**config.mk**
```make
export PLATFORM = sky130hd
export DESIGN_NAME = round_robin_task_scheduler_flat
export DESIGN_NICKNAME = d
export VERILOG_FILES = /design/src/hdl/rrts_pkg.sv /design/src/hdl/rrts_if.sv /design/src/hdl/round_robin_task_scheduler.sv /design/src/hdl/rrts_dp.sv /design/src/hdl/rrts_ctrl.sv /design/src/flat_wrapper.sv
export SDC_FILE = /design/constraint.sdc
export NUM_CORES = 2
export LEC_CHECK = 0
export ABC_AREA = 1
export BUFFER_PORTS_ARGS = -buffer_cell sky130_fd_sc_hd__clkbuf_2
export CAP_MARGIN = 10
export CORE_MARGIN = 2
export CORE_UTILIZATION = 45
export CTS_BUF_LIST = sky130_fd_sc_hd__clkbuf_8
export CTS_CLUSTER_SIZE = 12
export DETAILED_ROUTE_END_ITERATION = 7
export HOLD_SLACK_MARGIN = 0.03
export PLACE_DENSITY_LB_ADDON = 0.1
export SYNTH_ARGS = -nofsm -noshare
export SYNTH_HDL_FRONTEND = slang
export SYNTH_HIERARCHICAL = 1
export SYNTH_SLANG_ARGS = --single-unit
```
**constraint.sdc**
```tcl
create_clock -name clk -period 13 [get_ports clk]
set_input_delay 1.3 -clock clk [delete_from_list [all_inputs] [get_ports clk]]
set_output_delay 1.3 -clock clk [all_outputs]
set_load 0.005 [all_outputs]
```
**src/hdl/rrts_pkg.sv**
```systemverilog
// Shared types, constants and codes for the round-robin task scheduler.
package rrts_pkg;

  localparam int MAX_SLOTS = 16;
  localparam int SLOT_W    = (MAX_SLOTS > 1) ? $clog2(MAX_SLOTS) : 1;
  localparam int CNT_W     = $clog2(MAX_SLOTS + 1);

  localparam logic [7:0]  TICK_PERIOD_RESET = 8'd10;
  localparam logic [15:0] FIRST_ID          = 16'd1;
  localparam logic [31:0] KILL_EXIT_CODE    = 32'hFFFF_FFFF;

  typedef enum logic [3:0] {
    OP_CLEAR       = 4'd0,
    OP_ADOPT       = 4'd1,
    OP_ADD         = 4'd2,
    OP_YIELD       = 4'd3,
    OP_TICK        = 4'd4,
    OP_EXIT        = 4'd5,
    OP_KILL        = 4'd6,
    OP_WAIT        = 4'd7,
    OP_CHECK       = 4'd8,
    OP_TERM_OTHERS = 4'd9
  } op_t;

  typedef enum logic [2:0] {
    STS_OK        = 3'd0,
    STS_NO_SWITCH = 3'd1,
    STS_FULL      = 3'd2,
    STS_NOT_FOUND = 3'd3,
    STS_PENDING   = 3'd4,
    STS_EMPTY     = 3'd5
  } status_t;

  typedef enum logic [2:0] {
    SLOT_INVALID    = 3'd0,
    SLOT_READY      = 3'd1,
    SLOT_RUNNING    = 3'd2,
    SLOT_BLOCKED    = 3'd3,
    SLOT_TERMINATED = 3'd4
  } slot_state_t;

  // Controller states.
  typedef enum logic [3:0] {
    S_IDLE, S_DECODE, S_KILL, S_WAIT, S_TERM, S_WAKE, S_YINIT, S_YSCAN, S_FINISH
  } state_t;

  // Datapath action selected by the controller.
  typedef enum logic [3:0] {
    PH_NONE, PH_LOAD, PH_DECODE, PH_KILL, PH_WAIT, PH_TERM, PH_WAKE,
    PH_YINIT, PH_YSCAN, PH_FINISH
  } phase_t;

  typedef struct packed {
    phase_t phase;
  } cmd_t;

  typedef struct packed {
    logic [3:0] op;
    logic       cur_valid;
    logic       scan_done;
    logic       kill_hit;
    logic       wait_hit;
    logic       wait_term;
    logic       yield_after;
    logic       count_le1;
    logic       y_done;
    logic       y_ready;
    logic       y_self;
    logic       flag;
    logic       out_busy;
  } stat_t;

endpackage

```
**src/hdl/rrts_if.sv**
```systemverilog
// Command and result channel interfaces of the task scheduler.
interface rrts_in_if;
  logic        valid;
  logic        ready;
  logic [3:0]  op;
  logic [31:0] stack_value;
  logic [15:0] target_id;
  logic signed [31:0] exit_value;

  modport source(output valid, op, stack_value, target_id, exit_value, input ready);
  modport sink(input valid, op, stack_value, target_id, exit_value, output ready);
endinterface

interface rrts_out_if;
  logic        valid;
  logic        ready;
  logic [2:0]  status;
  logic        switched;
  logic [31:0] next_stack;
  logic [3:0]  running_slot;
  logic [15:0] task_id;
  logic signed [31:0] result_code;
  logic        switch_pending;

  modport source(output valid, status, switched, next_stack, running_slot, task_id,
                 result_code, switch_pending, input ready);
  modport sink(input valid, status, switched, next_stack, running_slot, task_id,
               result_code, switch_pending, output ready);
endinterface

```
**src/hdl/round_robin_task_scheduler.sv**
```systemverilog
// Top level of the round-robin task scheduler.
//
//   channel  direction  handshake       word
//   in_ch    input      valid/ready     op, stack_value, target_id, exit_value
//   out_ch   output     valid/ready     status .. switch_pending
//   cfg      input      cfg_we          tick_period
//
// One command at a time. A simple command passes through accept, decode and result
// load, and its word is registered in the result load step. Scans walk the table
// one slot per cycle: kill/wait/terminate and the wake pass each step through the
// occupied slots, a yield through the slots after the running one, so the worst
// command is a kill of the running task, which runs the kill scan, the wake pass
// and a yield before its word is loaded.
// Synchronous active-low reset empties the table; tick_period returns to 10.
// A new command is taken while a result still waits; a stalled result holds the
// next one in its final step.
module round_robin_task_scheduler (
  input  logic       clk,
  input  logic       rst_n,
  rrts_in_if.sink    in_ch,
  rrts_out_if.source out_ch,
  input  logic       cfg_we,
  input  logic [7:0] cfg_wdata
);

  rrts_pkg::cmd_t  cmd;
  rrts_pkg::stat_t stat;
  logic [31:0]     result_code;

  rrts_ctrl u_ctrl (
    .clk      (clk),
    .rst_n    (rst_n),
    .in_valid (in_ch.valid),
    .in_ready (in_ch.ready),
    .stat     (stat),
    .cmd      (cmd)
  );

  rrts_dp u_dp (
    .clk                (clk),
    .rst_n              (rst_n),
    .cmd                (cmd),
    .stat               (stat),
    .in_op              (in_ch.op),
    .in_stack_value     (in_ch.stack_value),
    .in_target_id       (in_ch.target_id),
    .in_exit_value      (32'(in_ch.exit_value)),
    .cfg_we             (cfg_we),
    .cfg_wdata          (cfg_wdata),
    .out_ready          (out_ch.ready),
    .out_valid          (out_ch.valid),
    .out_status         (out_ch.status),
    .out_switched       (out_ch.switched),
    .out_next_stack     (out_ch.next_stack),
    .out_running_slot   (out_ch.running_slot),
    .out_task_id        (out_ch.task_id),
    .out_result_code    (result_code),
    .out_switch_pending (out_ch.switch_pending)
  );

  assign out_ch.result_code = signed'(result_code);

endmodule

```
**src/hdl/rrts_dp.sv**
```systemverilog
// Task table, scan counters and result register of the task scheduler.
module rrts_dp (
  input  logic              clk,
  input  logic              rst_n,
  input  rrts_pkg::cmd_t    cmd,
  output rrts_pkg::stat_t   stat,
  input  logic [3:0]        in_op,
  input  logic [31:0]       in_stack_value,
  input  logic [15:0]       in_target_id,
  input  logic [31:0]       in_exit_value,
  input  logic              cfg_we,
  input  logic [7:0]        cfg_wdata,
  input  logic              out_ready,
  output logic              out_valid,
  output logic [2:0]        out_status,
  output logic              out_switched,
  output logic [31:0]       out_next_stack,
  output logic [3:0]        out_running_slot,
  output logic [15:0]       out_task_id,
  output logic [31:0]       out_result_code,
  output logic              out_switch_pending
);

  localparam int SW = rrts_pkg::SLOT_W;
  localparam int CW = rrts_pkg::CNT_W;

  // Task table.
  logic [2:0]  slot_state_r [rrts_pkg::MAX_SLOTS];
  logic [15:0] slot_id_r    [rrts_pkg::MAX_SLOTS];
  logic [15:0] slot_wait_r  [rrts_pkg::MAX_SLOTS];
  logic [31:0] slot_exit_r  [rrts_pkg::MAX_SLOTS];
  logic [31:0] slot_stack_r [rrts_pkg::MAX_SLOTS];

  logic [SW-1:0] cur_r;
  logic [CW-1:0] count_r;
  logic [15:0]   next_id_r;
  logic [7:0]    tick_r;
  logic [7:0]    period_r;
  logic          flag_r;

  // Latched command word and working state.
  logic [3:0]    op_r;
  logic [31:0]   sp_r;
  logic [15:0]   tid_r;
  logic [31:0]   xv_r;
  logic [CW-1:0] idx_r;
  logic [SW-1:0] n_r;
  logic [CW-1:0] steps_r;
  logic [15:0]   wake_id_r;
  logic          yafter_r;
  logic [2:0]    status_r;
  logic          sw_r;
  logic [31:0]   stk_r;
  logic [31:0]   rc_r;
  logic          id_set_r;
  logic [15:0]   new_id_r;
  logic          out_valid_r;

  logic [SW-1:0] iw;
  logic [SW-1:0] cur_inc;
  logic [SW-1:0] n_inc;
  logic [15:0]   id_inc;
  logic [7:0]    tick_inc;
  logic          full;
  logic          cur_valid;
  logic          load_out;

  assign iw      = idx_r[SW-1:0];
  assign cur_inc = (CW'(cur_r) + CW'(1) == count_r) ? '0 : SW'(CW'(cur_r) + CW'(1));
  assign n_inc   = (CW'(n_r) + CW'(1) == count_r) ? '0 : SW'(CW'(n_r) + CW'(1));
  assign id_inc  = (next_id_r == 16'hFFFF) ? rrts_pkg::FIRST_ID : next_id_r + 16'd1;
  assign tick_inc = tick_r + 8'd1;
  assign full    = (count_r >= CW'(rrts_pkg::MAX_SLOTS));
  assign cur_valid = (count_r != '0) && (slot_state_r[cur_r] != rrts_pkg::SLOT_INVALID);
  assign load_out  = (cmd.phase == rrts_pkg::PH_FINISH) && !stat.out_busy;

  // Status toward the controller.
  always_comb begin
    stat.op          = op_r;
    stat.cur_valid   = cur_valid;
    stat.scan_done   = (idx_r >= count_r);
    stat.kill_hit    = (slot_state_r[iw] != rrts_pkg::SLOT_INVALID) &&
                       (slot_state_r[iw] != rrts_pkg::SLOT_TERMINATED) &&
                       (slot_id_r[iw] == tid_r);
    stat.wait_hit    = (slot_state_r[iw] != rrts_pkg::SLOT_INVALID) &&
                       (slot_id_r[iw] == tid_r);
    stat.wait_term   = (slot_state_r[iw] == rrts_pkg::SLOT_TERMINATED);
    stat.yield_after = yafter_r;
    stat.count_le1   = (count_r <= CW'(1));
    stat.y_done      = (steps_r >= count_r);
    stat.y_ready     = (slot_state_r[n_r] == rrts_pkg::SLOT_READY);
    stat.y_self      = (n_r == cur_r);
    stat.flag        = flag_r;
    stat.out_busy    = out_valid_r && !out_ready;
  end

  // Table updates, one action per cycle as the controller selects.
  always_ff @(posedge clk) begin
    if (!rst_n) begin
      for (int k = 0; k < rrts_pkg::MAX_SLOTS; k++) begin
        slot_state_r[k] <= rrts_pkg::SLOT_INVALID;
      end
      cur_r       <= '0;
      count_r     <= '0;
      next_id_r   <= rrts_pkg::FIRST_ID;
      tick_r      <= '0;
      flag_r      <= 1'b0;
      period_r    <= rrts_pkg::TICK_PERIOD_RESET;
      out_valid_r <= 1'b0;
    end else begin
      if (cfg_we) begin
        period_r <= cfg_wdata;
      end
      case (cmd.phase)
        rrts_pkg::PH_LOAD: begin
          op_r     <= in_op;
          sp_r     <= in_stack_value;
          tid_r    <= in_target_id;
          xv_r     <= in_exit_value;
          status_r <= rrts_pkg::STS_OK;
          sw_r     <= 1'b0;
          stk_r    <= '0;
          rc_r     <= '0;
          id_set_r <= 1'b0;
          new_id_r <= '0;
          yafter_r <= 1'b0;
        end
        rrts_pkg::PH_DECODE: begin
          idx_r <= '0;
          case (op_r)
            rrts_pkg::OP_CLEAR: begin
              for (int k = 0; k < rrts_pkg::MAX_SLOTS; k++) begin
                slot_state_r[k] <= rrts_pkg::SLOT_INVALID;
              end
              cur_r     <= '0;
              count_r   <= '0;
              next_id_r <= rrts_pkg::FIRST_ID;
            end
            rrts_pkg::OP_ADOPT: begin
              if (full) begin
                status_r <= rrts_pkg::STS_FULL;
              end else begin
                new_id_r        <= next_id_r;
                id_set_r        <= 1'b1;
                next_id_r       <= id_inc;
                slot_state_r[0] <= rrts_pkg::SLOT_RUNNING;
                slot_id_r[0]    <= next_id_r;
                slot_wait_r[0]  <= '0;
                slot_exit_r[0]  <= '0;
                slot_stack_r[0] <= '0;
                count_r         <= CW'(1);
                cur_r           <= '0;
              end
            end
            rrts_pkg::OP_ADD: begin
              if (full) begin
                status_r <= rrts_pkg::STS_FULL;
              end else begin
                new_id_r  <= next_id_r;
                id_set_r  <= 1'b1;
                next_id_r <= id_inc;
                slot_state_r[count_r[SW-1:0]] <= rrts_pkg::SLOT_READY;
                slot_id_r[count_r[SW-1:0]]    <= next_id_r;
                slot_wait_r[count_r[SW-1:0]]  <= '0;
                slot_exit_r[count_r[SW-1:0]]  <= '0;
                slot_stack_r[count_r[SW-1:0]] <= sp_r;
                count_r <= count_r + CW'(1);
              end
            end
            rrts_pkg::OP_TICK: begin
              if (count_r > CW'(1)) begin
                if (tick_inc >= period_r) begin
                  tick_r <= '0;
                  flag_r <= 1'b1;
                end else begin
                  tick_r <= tick_inc;
                end
              end
            end
            rrts_pkg::OP_EXIT: begin
              if (!cur_valid) begin
                status_r <= rrts_pkg::STS_EMPTY;
              end else begin
                slot_state_r[cur_r] <= rrts_pkg::SLOT_TERMINATED;
                slot_exit_r[cur_r]  <= xv_r;
                wake_id_r           <= slot_id_r[cur_r];
                yafter_r            <= 1'b1;
              end
            end
            rrts_pkg::OP_KILL: begin
              status_r <= rrts_pkg::STS_NOT_FOUND;
            end
            rrts_pkg::OP_WAIT: begin
              status_r <= cur_valid ? rrts_pkg::STS_NOT_FOUND : rrts_pkg::STS_EMPTY;
            end
            rrts_pkg::OP_CHECK: begin
              if (flag_r) begin
                flag_r <= 1'b0;
              end else begin
                status_r <= rrts_pkg::STS_NO_SWITCH;
              end
            end
            rrts_pkg::OP_TERM_OTHERS: begin
              if (!cur_valid) begin
                status_r <= rrts_pkg::STS_EMPTY;
              end
            end
            default: begin
            end
          endcase
        end
        rrts_pkg::PH_KILL: begin
          if (!stat.scan_done) begin
            if (stat.kill_hit) begin
              slot_state_r[iw] <= rrts_pkg::SLOT_TERMINATED;
              slot_exit_r[iw]  <= rrts_pkg::KILL_EXIT_CODE;
              status_r         <= rrts_pkg::STS_OK;
              wake_id_r        <= tid_r;
              yafter_r         <= (iw == cur_r);
              idx_r            <= '0;
            end else begin
              idx_r <= idx_r + CW'(1);
            end
          end
        end
        rrts_pkg::PH_WAKE: begin
          if (!stat.scan_done) begin
            if (slot_state_r[iw] == rrts_pkg::SLOT_BLOCKED && slot_wait_r[iw] == wake_id_r) begin
              slot_state_r[iw] <= rrts_pkg::SLOT_READY;
              slot_wait_r[iw]  <= '0;
            end
            idx_r <= idx_r + CW'(1);
          end
        end
        rrts_pkg::PH_WAIT: begin
          if (!stat.scan_done) begin
            if (stat.wait_hit) begin
              if (stat.wait_term) begin
                rc_r     <= slot_exit_r[iw];
                status_r <= rrts_pkg::STS_OK;
              end else begin
                slot_state_r[cur_r] <= rrts_pkg::SLOT_BLOCKED;
                slot_wait_r[cur_r]  <= tid_r;
                status_r            <= rrts_pkg::STS_PENDING;
              end
            end else begin
              idx_r <= idx_r + CW'(1);
            end
          end
        end
        rrts_pkg::PH_TERM: begin
          if (!stat.scan_done) begin
            if (slot_state_r[iw] != rrts_pkg::SLOT_INVALID &&
                slot_id_r[iw] != slot_id_r[cur_r]) begin
              slot_state_r[iw] <= rrts_pkg::SLOT_TERMINATED;
            end
            idx_r <= idx_r + CW'(1);
          end
        end
        rrts_pkg::PH_YINIT: begin
          n_r     <= cur_inc;
          steps_r <= '0;
        end
        rrts_pkg::PH_YSCAN: begin
          if (!stat.y_done) begin
            if (stat.y_ready) begin
              if (!stat.y_self) begin
                if (slot_state_r[cur_r] == rrts_pkg::SLOT_RUNNING) begin
                  slot_state_r[cur_r] <= rrts_pkg::SLOT_READY;
                end
                if (slot_state_r[cur_r] != rrts_pkg::SLOT_INVALID) begin
                  slot_stack_r[cur_r] <= sp_r;
                end
                slot_state_r[n_r] <= rrts_pkg::SLOT_RUNNING;
                cur_r <= n_r;
                stk_r <= slot_stack_r[n_r];
                sw_r  <= 1'b1;
              end
            end else begin
              n_r     <= n_inc;
              steps_r <= steps_r + CW'(1);
            end
          end
        end
        default: begin
        end
      endcase

      // Result register; a waiting word leaves when the sink takes it.
      if (load_out) begin
        out_valid_r <= 1'b1;
      end else if (out_valid_r && out_ready) begin
        out_valid_r <= 1'b0;
      end
    end
  end

  // Result payload.
  always_ff @(posedge clk) begin
    if (load_out) begin
      if (op_r == rrts_pkg::OP_YIELD || op_r == rrts_pkg::OP_CHECK) begin
        out_status <= sw_r ? rrts_pkg::STS_OK : rrts_pkg::STS_NO_SWITCH;
      end else begin
        out_status <= status_r;
      end
      out_switched       <= sw_r;
      out_next_stack     <= stk_r;
      out_running_slot   <= 4'(cur_r);
      out_task_id        <= id_set_r ? new_id_r : (cur_valid ? slot_id_r[cur_r] : 16'd0);
      out_result_code    <= rc_r;
      out_switch_pending <= flag_r;
    end
  end

  assign out_valid = out_valid_r;

endmodule

```
**src/hdl/rrts_ctrl.sv**
```systemverilog
// Sequencing state machine of the task scheduler.
module rrts_ctrl (
  input  logic            clk,
  input  logic            rst_n,
  input  logic            in_valid,
  output logic            in_ready,
  input  rrts_pkg::stat_t stat,
  output rrts_pkg::cmd_t  cmd
);

  rrts_pkg::state_t state_r, state_nxt;

  always_ff @(posedge clk) begin
    if (!rst_n) begin
      state_r <= rrts_pkg::S_IDLE;
    end else begin
      state_r <= state_nxt;
    end
  end

  // Next state.
  always_comb begin
    state_nxt = state_r;
    case (state_r)
      rrts_pkg::S_IDLE: begin
        if (in_valid) state_nxt = rrts_pkg::S_DECODE;
      end
      rrts_pkg::S_DECODE: begin
        case (stat.op)
          rrts_pkg::OP_YIELD: state_nxt = rrts_pkg::S_YINIT;
          rrts_pkg::OP_EXIT:
            state_nxt = stat.cur_valid ? rrts_pkg::S_WAKE : rrts_pkg::S_FINISH;
          rrts_pkg::OP_KILL: state_nxt = rrts_pkg::S_KILL;
          rrts_pkg::OP_WAIT:
            state_nxt = stat.cur_valid ? rrts_pkg::S_WAIT : rrts_pkg::S_FINISH;
          rrts_pkg::OP_CHECK:
            state_nxt = stat.flag ? rrts_pkg::S_YINIT : rrts_pkg::S_FINISH;
          rrts_pkg::OP_TERM_OTHERS:
            state_nxt = stat.cur_valid ? rrts_pkg::S_TERM : rrts_pkg::S_FINISH;
          default: state_nxt = rrts_pkg::S_FINISH;
        endcase
      end
      rrts_pkg::S_KILL: begin
        if (stat.scan_done) state_nxt = rrts_pkg::S_FINISH;
        else if (stat.kill_hit) state_nxt = rrts_pkg::S_WAKE;
      end
      rrts_pkg::S_WAKE: begin
        if (stat.scan_done)
          state_nxt = stat.yield_after ? rrts_pkg::S_YINIT : rrts_pkg::S_FINISH;
      end
      rrts_pkg::S_WAIT: begin
        if (stat.scan_done) state_nxt = rrts_pkg::S_FINISH;
        else if (stat.wait_hit)
          state_nxt = stat.wait_term ? rrts_pkg::S_FINISH : rrts_pkg::S_YINIT;
      end
      rrts_pkg::S_TERM: begin
        if (stat.scan_done) state_nxt = rrts_pkg::S_FINISH;
      end
      rrts_pkg::S_YINIT: begin
        state_nxt = stat.count_le1 ? rrts_pkg::S_FINISH : rrts_pkg::S_YSCAN;
      end
      rrts_pkg::S_YSCAN: begin
        if (stat.y_done || stat.y_ready) state_nxt = rrts_pkg::S_FINISH;
      end
      rrts_pkg::S_FINISH: begin
        if (!stat.out_busy) state_nxt = rrts_pkg::S_IDLE;
      end
      default: state_nxt = rrts_pkg::S_IDLE;
    endcase
  end

  // Outputs.
  always_comb begin
    in_ready  = 1'b0;
    cmd.phase = rrts_pkg::PH_NONE;
    case (state_r)
      rrts_pkg::S_IDLE: begin
        in_ready = 1'b1;
        if (in_valid) cmd.phase = rrts_pkg::PH_LOAD;
      end
      rrts_pkg::S_DECODE: cmd.phase = rrts_pkg::PH_DECODE;
      rrts_pkg::S_KILL:   cmd.phase = rrts_pkg::PH_KILL;
      rrts_pkg::S_WAKE:   cmd.phase = rrts_pkg::PH_WAKE;
      rrts_pkg::S_WAIT:   cmd.phase = rrts_pkg::PH_WAIT;
      rrts_pkg::S_TERM:   cmd.phase = rrts_pkg::PH_TERM;
      rrts_pkg::S_YINIT:  cmd.phase = rrts_pkg::PH_YINIT;
      rrts_pkg::S_YSCAN:  cmd.phase = rrts_pkg::PH_YSCAN;
      rrts_pkg::S_FINISH: cmd.phase = rrts_pkg::PH_FINISH;
      default:            cmd.phase = rrts_pkg::PH_NONE;
    endcase
  end

endmodule
```
**src/flat_wrapper.sv**
```systemverilog
// flat-port wrapper written by rule: the top's interface ports become plain ports
module round_robin_task_scheduler_flat 
  (clk, rst_n, cfg_we, cfg_wdata, in_ch_valid, in_ch_op, in_ch_stack_value, in_ch_target_id, in_ch_exit_value, in_ch_ready, out_ch_valid, out_ch_status, out_ch_switched, out_ch_next_stack, out_ch_running_slot, out_ch_task_id, out_ch_result_code, out_ch_switch_pending, out_ch_ready);
  rrts_in_if in_ch_i ();
  rrts_out_if out_ch_i ();
  input  logic clk;
  input  logic rst_n;
  input  logic cfg_we;
  input  logic [7:0] cfg_wdata;
  input wire logic [$bits(in_ch_i.valid)-1:0] in_ch_valid;
  input wire logic [$bits(in_ch_i.op)-1:0] in_ch_op;
  input wire logic [$bits(in_ch_i.stack_value)-1:0] in_ch_stack_value;
  input wire logic [$bits(in_ch_i.target_id)-1:0] in_ch_target_id;
  input wire logic [$bits(in_ch_i.exit_value)-1:0] in_ch_exit_value;
  output wire logic [$bits(in_ch_i.ready)-1:0] in_ch_ready;
  output wire logic [$bits(out_ch_i.valid)-1:0] out_ch_valid;
  output wire logic [$bits(out_ch_i.status)-1:0] out_ch_status;
  output wire logic [$bits(out_ch_i.switched)-1:0] out_ch_switched;
  output wire logic [$bits(out_ch_i.next_stack)-1:0] out_ch_next_stack;
  output wire logic [$bits(out_ch_i.running_slot)-1:0] out_ch_running_slot;
  output wire logic [$bits(out_ch_i.task_id)-1:0] out_ch_task_id;
  output wire logic [$bits(out_ch_i.result_code)-1:0] out_ch_result_code;
  output wire logic [$bits(out_ch_i.switch_pending)-1:0] out_ch_switch_pending;
  input wire logic [$bits(out_ch_i.ready)-1:0] out_ch_ready;
  assign in_ch_i.valid = in_ch_valid;
  assign in_ch_i.op = in_ch_op;
  assign in_ch_i.stack_value = in_ch_stack_value;
  assign in_ch_i.target_id = in_ch_target_id;
  assign in_ch_i.exit_value = in_ch_exit_value;
  assign in_ch_ready = in_ch_i.ready;
  assign out_ch_valid = out_ch_i.valid;
  assign out_ch_status = out_ch_i.status;
  assign out_ch_switched = out_ch_i.switched;
  assign out_ch_next_stack = out_ch_i.next_stack;
  assign out_ch_running_slot = out_ch_i.running_slot;
  assign out_ch_task_id = out_ch_i.task_id;
  assign out_ch_result_code = out_ch_i.result_code;
  assign out_ch_switch_pending = out_ch_i.switch_pending;
  assign out_ch_i.ready = out_ch_ready;
  round_robin_task_scheduler u_core (.clk(clk), .rst_n(rst_n), .in_ch(in_ch_i), .out_ch(out_ch_i), .cfg_we(cfg_we), .cfg_wdata(cfg_wdata));
endmodule
```
==> tab_implementation.tex <==
\begin{tabular}{lr}
\hline
Metric & Value \\
\hline
\multicolumn{2}{l}{\textbf{Outcome}} \\
\quad Status & finished, violations left \\
\quad Failing checks & design-rule violations \\
\multicolumn{2}{l}{\textbf{Power}} \\
\quad Share of total power in sequential cells & 51.5\% \\
\quad Clock network fraction of design power & 36.9\% \\
\quad Internal power & 9.87 mW \\
\quad Sw power & 3.66 mW \\
\quad PwrDens & 149 nW/µm² \\
\quad Power consumption & 13.5 mW \\
\quad Fraction of power consumed by combinational cells & 11.5\% \\
\quad Worst-case vdd ir drop & 0.0771 mV \\
\quad Switching share of power & 27.1\% \\
\quad Leak & 31.2 nW \\
\multicolumn{2}{l}{\textbf{Hold path}} \\
\quad Startpoint of the tightest hold check path & in\_ch\_stack\_value[23] \\
\quad Hold EP & u\_core/u\_dp/sp\_r[23]\$\_DFFE\_PP\_ \\
\quad Number of cells on the worst hold path & 1 \\
\quad Worst hold path class & primary input to register \\
\multicolumn{2}{l}{\textbf{Critical path}} \\
\quad Crit path arrival time & 7560 ps \\
\quad CP Class & register to register \\
\quad Cell type group with the largest total delay on the critical path & buffers and inverters \\
\quad Ordered cell list for the critical path & buf\_12, buf\_4, a21oi\_1, o21ai\_0, nand3\_1, nand3\_1, nand4\_2, nand4\_2, buf\_4, clkinv\_1, a21oi\_1, nand2\_1, nor2\_2 \\
\quad Sort of element at the end of the critical path & register \\
\quad Largest driver fanout on the critical path & 174 \\
\quad Capture instance of the worst register-to-register path & u\_core/u\_dp/slot\_wait\_r[13][9]\$\_DFFE\_PP\_ \\
\quad Data required time of the worst path & 13630 ps \\
\quad Sort of element at the start of the critical path & register \\
\quad Buffers and inverters on the worst path & 4 \\
\quad Largest incremental delay on the critical path & 850 ps \\
\quad Worst reg2reg setup slack & 6080 ps \\
\quad Worst-case reg-to-reg path depth & 13 \\
\quad CP max-delay cell & sky130\_fd\_sc\_hd\_\_dfxtp\_4 \\
\multicolumn{2}{l}{\textbf{Finish}} \\
\quad Final-stage net count & 7328 \\
\quad Share of layout cells above drive strength 1 & 11.6\% \\
\quad Area grow syn2layout & 11.2\% \\
\quad Layout Cells excl Fill & 9806 \\
\multicolumn{2}{l}{\textbf{Placed design}} \\
\quad Number of placed instances, taps included & 9227 \\
\quad Placer Congestion & 0.885 \\
\quad Number of buffers added on ports & 187 \\
\quad Detailed placer's ending HPWL & 131000 µm \\
\multicolumn{2}{l}{\textbf{Route}} \\
\quad Vias per cell & 5.79 \\
\quad Vias & 56800 \\
\quad 1st-pass router iterations & 8 \\
\quad Post-route DRC violation count & 24 \\
\quad First-iteration detailed-routing DRC count & 5894 \\
\quad Average wire length per cell after detail routing & 24.8 µm \\
\quad Total Wirelength & 243000 µm \\
\quad Antenna-violating nets left & 0 \\
\multicolumn{2}{l}{\textbf{Clocking}} \\
\quad Number of gates resized after cts & 0 \\
\quad Hold-fix buffers, CTS & 0 \\
\quad Number of buffers added by the clock tree synthesis step & 342 \\
\quad Root Buffer Master & sky130\_fd\_sc\_hd\_\_clkbuf\_8 \\
\quad TritonCTS clock tree & done \\
\quad Later-pin clock latency in the skew report & 1070 ps \\
\quad TritonCTS sink count & 1932 \\
\quad Deepest clock path buffer count & 4 \\
\quad Clock H-tree levels & 5 \\
\quad Post-CTS Repair Setup Buffers & 0 \\
\quad Reg clk slew, reported paths & 60 ps \\
\multicolumn{2}{l}{\textbf{Floorplan}} \\
\quad Die outline width & 430 µm \\
\quad Initial core utilization & 45.2\% \\
\quad Floorplan die area & 185000 µm² \\
\quad \# IOs & 188 \\
\quad Cell row count & 156 \\
\quad Core Box Area & 181000 µm² \\
\quad DIE HEIGHT & 430 µm \\
\multicolumn{2}{l}{\textbf{Yosys}} \\
\quad Sequential cell area fraction in the yosys report & 69.8\% \\
\quad Number of enable-type register cells in the synthesized netlist & 1825 \\
\quad Number of register bits inferred by synthesis & 1932 \\
\quad Instance count of the mapped netlist & 7021 \\
\quad Number of library cell types mapped by synthesis & 56 \\
\quad Top cells by area, synth & sky130\_fd\_sc\_hd\_\_edfxtp\_1 (67\%), sky130\_fd\_sc\_hd\_\_o21ai\_0 (5.1\%), sky130\_fd\_sc\_hd\_\_nor2\_1 (4.9\%) \\
\quad Post-synthesis instance area & 81600 µm² \\
\quad Ys async rst share & 0\% \\
\quad Top-area cell type share of the netlist area & 67.2\% \\
\quad Number of synthesis warnings & 6 \\
\quad Cell type contributing the most total cell area after synthesis & sky130\_fd\_sc\_hd\_\_edfxtp\_1 \\
\quad Synthesized area divided by synthesized cell count & 11.6 µm² \\
\quad Flip-flop cell with the highest count after synthesis & sky130\_fd\_sc\_hd\_\_edfxtp\_1 \\
\quad Synth Net Count & 7148 \\
\multicolumn{2}{l}{\textbf{Timing}} \\
\quad Final setup viols & 0 \\
\quad Number of endpoints with negative hold slack in the final report & 0 \\
\quad Number of max-slew violations in the final report & 0 \\
\quad Unrepaired setup endpoints after global routing & false \\
\quad Slew at the pin closest to its max-slew limit & 1210 ps \\
\quad Achievable clock frequency & 144 MHz \\
\quad Final worst path period need & 6920 ps \\
\quad Fin Setup TNS & 0 ps \\
\quad Skew final & 75.2 ps \\
\quad Hold Worst Slack & 411 ps \\
\quad Relative slew margins & 19.6\% \\
\quad Final worst-path cycle share & 53.3\% \\
\multicolumn{2}{l}{\textbf{Global route}} \\
\quad Pin count of the biggest net entering global routing & 233 \\
\quad Antenna violations before repair & 7 \\
\quad First-pass GRT wire length & 354000 µm \\
\quad All-layer global routing usage & 25.7\% \\
\quad Remaining global-route overflow & 0 \\
\quad Via count of the first global-routing pass & 54500 \\
\multicolumn{2}{l}{\textbf{Run}} \\
\quad \# Max-Cap Violations & 0 \\
\hline
\end{tabular}
-- cell usage in the layout, fill, tap and decap left out, drive strengths merged, types with 5 or more instances in the layout --
master	count
or2	31
o211ai	246
o21ai	849
nand3	475
o21a	5
o221ai	178
clkbuf	542
nand2	728
nand3b	8
nor4	9
nand4	33
nor3	30
dfxtp	107
edfxtp	1825
xnor2	7
a22oi	10
a21oi	261
o22ai	103
buf	92
clkinv	105
nor2	1084
ha	30
diode	5
inv	591
o31ai	14
xor2	34
-- worst max path at each step --
stage                 from                                       end  slack, ps  depth (start not counted)
6_report          register  u_core/u_dp/slot_wait_r[13][9]$_DFFE_PP_       6080                         13
3_5_place_dp      register  u_core/u_dp/slot_wait_r[13][3]$_DFFE_PP_       6320                         13
2_1_floorplan  in_ch_valid            u_core/u_dp/id_set_r$_DFFE_PP_       6140                          9
4_1_cts           register  u_core/u_dp/slot_wait_r[13][9]$_DFFE_PP_       6310                         13
3_3_place_gp      register   u_core/u_dp/slot_wait_r[4][5]$_DFFE_PP_       6460                         13
5_1_grt           register   u_core/u_dp/slot_wait_r[0][9]$_DFFE_PP_       5930                         15
-- cells by family after synthesis --
group                      synth area share [%]
adders and majority gates                 0.460
and+or+nand+nor                            12.4
xor gates and xnor gates                  0.440
buffers and inverters                      4.59
DFF                                        69.8
AOI/OAI and AO/OA                          12.3
-- Yosys cell counts (all sizes together), types with 30 or more instances --
library cell,number
nand4,33
or2,31
nor2,1084
nand3,475
o221ai,178
nor3,30
xor2,34
clkbuf,303
o21ai,849
o22ai,103
inv,475
a21oi,261
buf,140
dfxtp,107
edfxtp,1825
nand2,728
ha,30
o211ai,246
-- sequential cells by signal, summed over array words and instances, names as in the netlist, 32 cells and up, named ones only --
signal	count
u_core/u_dp/slot_exit_r	512
u_core/u_dp/slot_state_r	48
u_core/u_dp/slot_wait_r	256
u_core/u_dp/slot_id_r	256
u_core/u_dp/rc_r	32
u_core/u_dp/out_result_code	32
u_core/u_dp/out_next_stack	32
u_core/u_dp/slot_stack_r	512
u_core/u_dp/sp_r	32
u_core/u_dp/xv_r	32
u_core/u_dp/stk_r	32
-- cell type report --
type | instances | area (µm²)
timing repair buffer | 279 | 1680
multi-input combinational | 4161 | 21400
inverter | 485 | 1860
fill | 15900 | 89800
clock inverter | 219 | 982
antenna | 5 | 12.5
tap | 2370 | 2970
sequential | 1932 | 57000
clock buffer | 355 | 4890
-- routing by layer --
layer	global-route usage, %	vias to the layer above	routed length [µm]
met4	11.1	2	10200
met2	41.4	2215	115000
li1	-	25800	-
met5	0	-	13
met1	34.6	28200	102000
met3	3.86	580	15400
-- power by group through the flow --
stage / logic (mW) / clock network [mW] / registers [mW]
after global placement: 1.53 / 0 / 7.11
final: 1.56 / 5.00 / 6.98
after global routing: 1.71 / 5.39 / 6.98
after floorplan: 1.11 / 0 / 7.02
after detailed placement: 1.55 / 0 / 7.11
after CTS: 1.55 / 5.13 / 6.98
-- per-stage QoR --
stage                     cell area [µm²]  setup WS, ps  utilization (%)
after floorplan                     81600          6140                -
after global placement              84900          6460             47.0
after detailed placement            84900          6320             47.0
after CTS                           90700          6310             50.2
after global routing                90700          5930             50.3
final                               90700          6080             50.3
(Power assumes the default switching activity.)
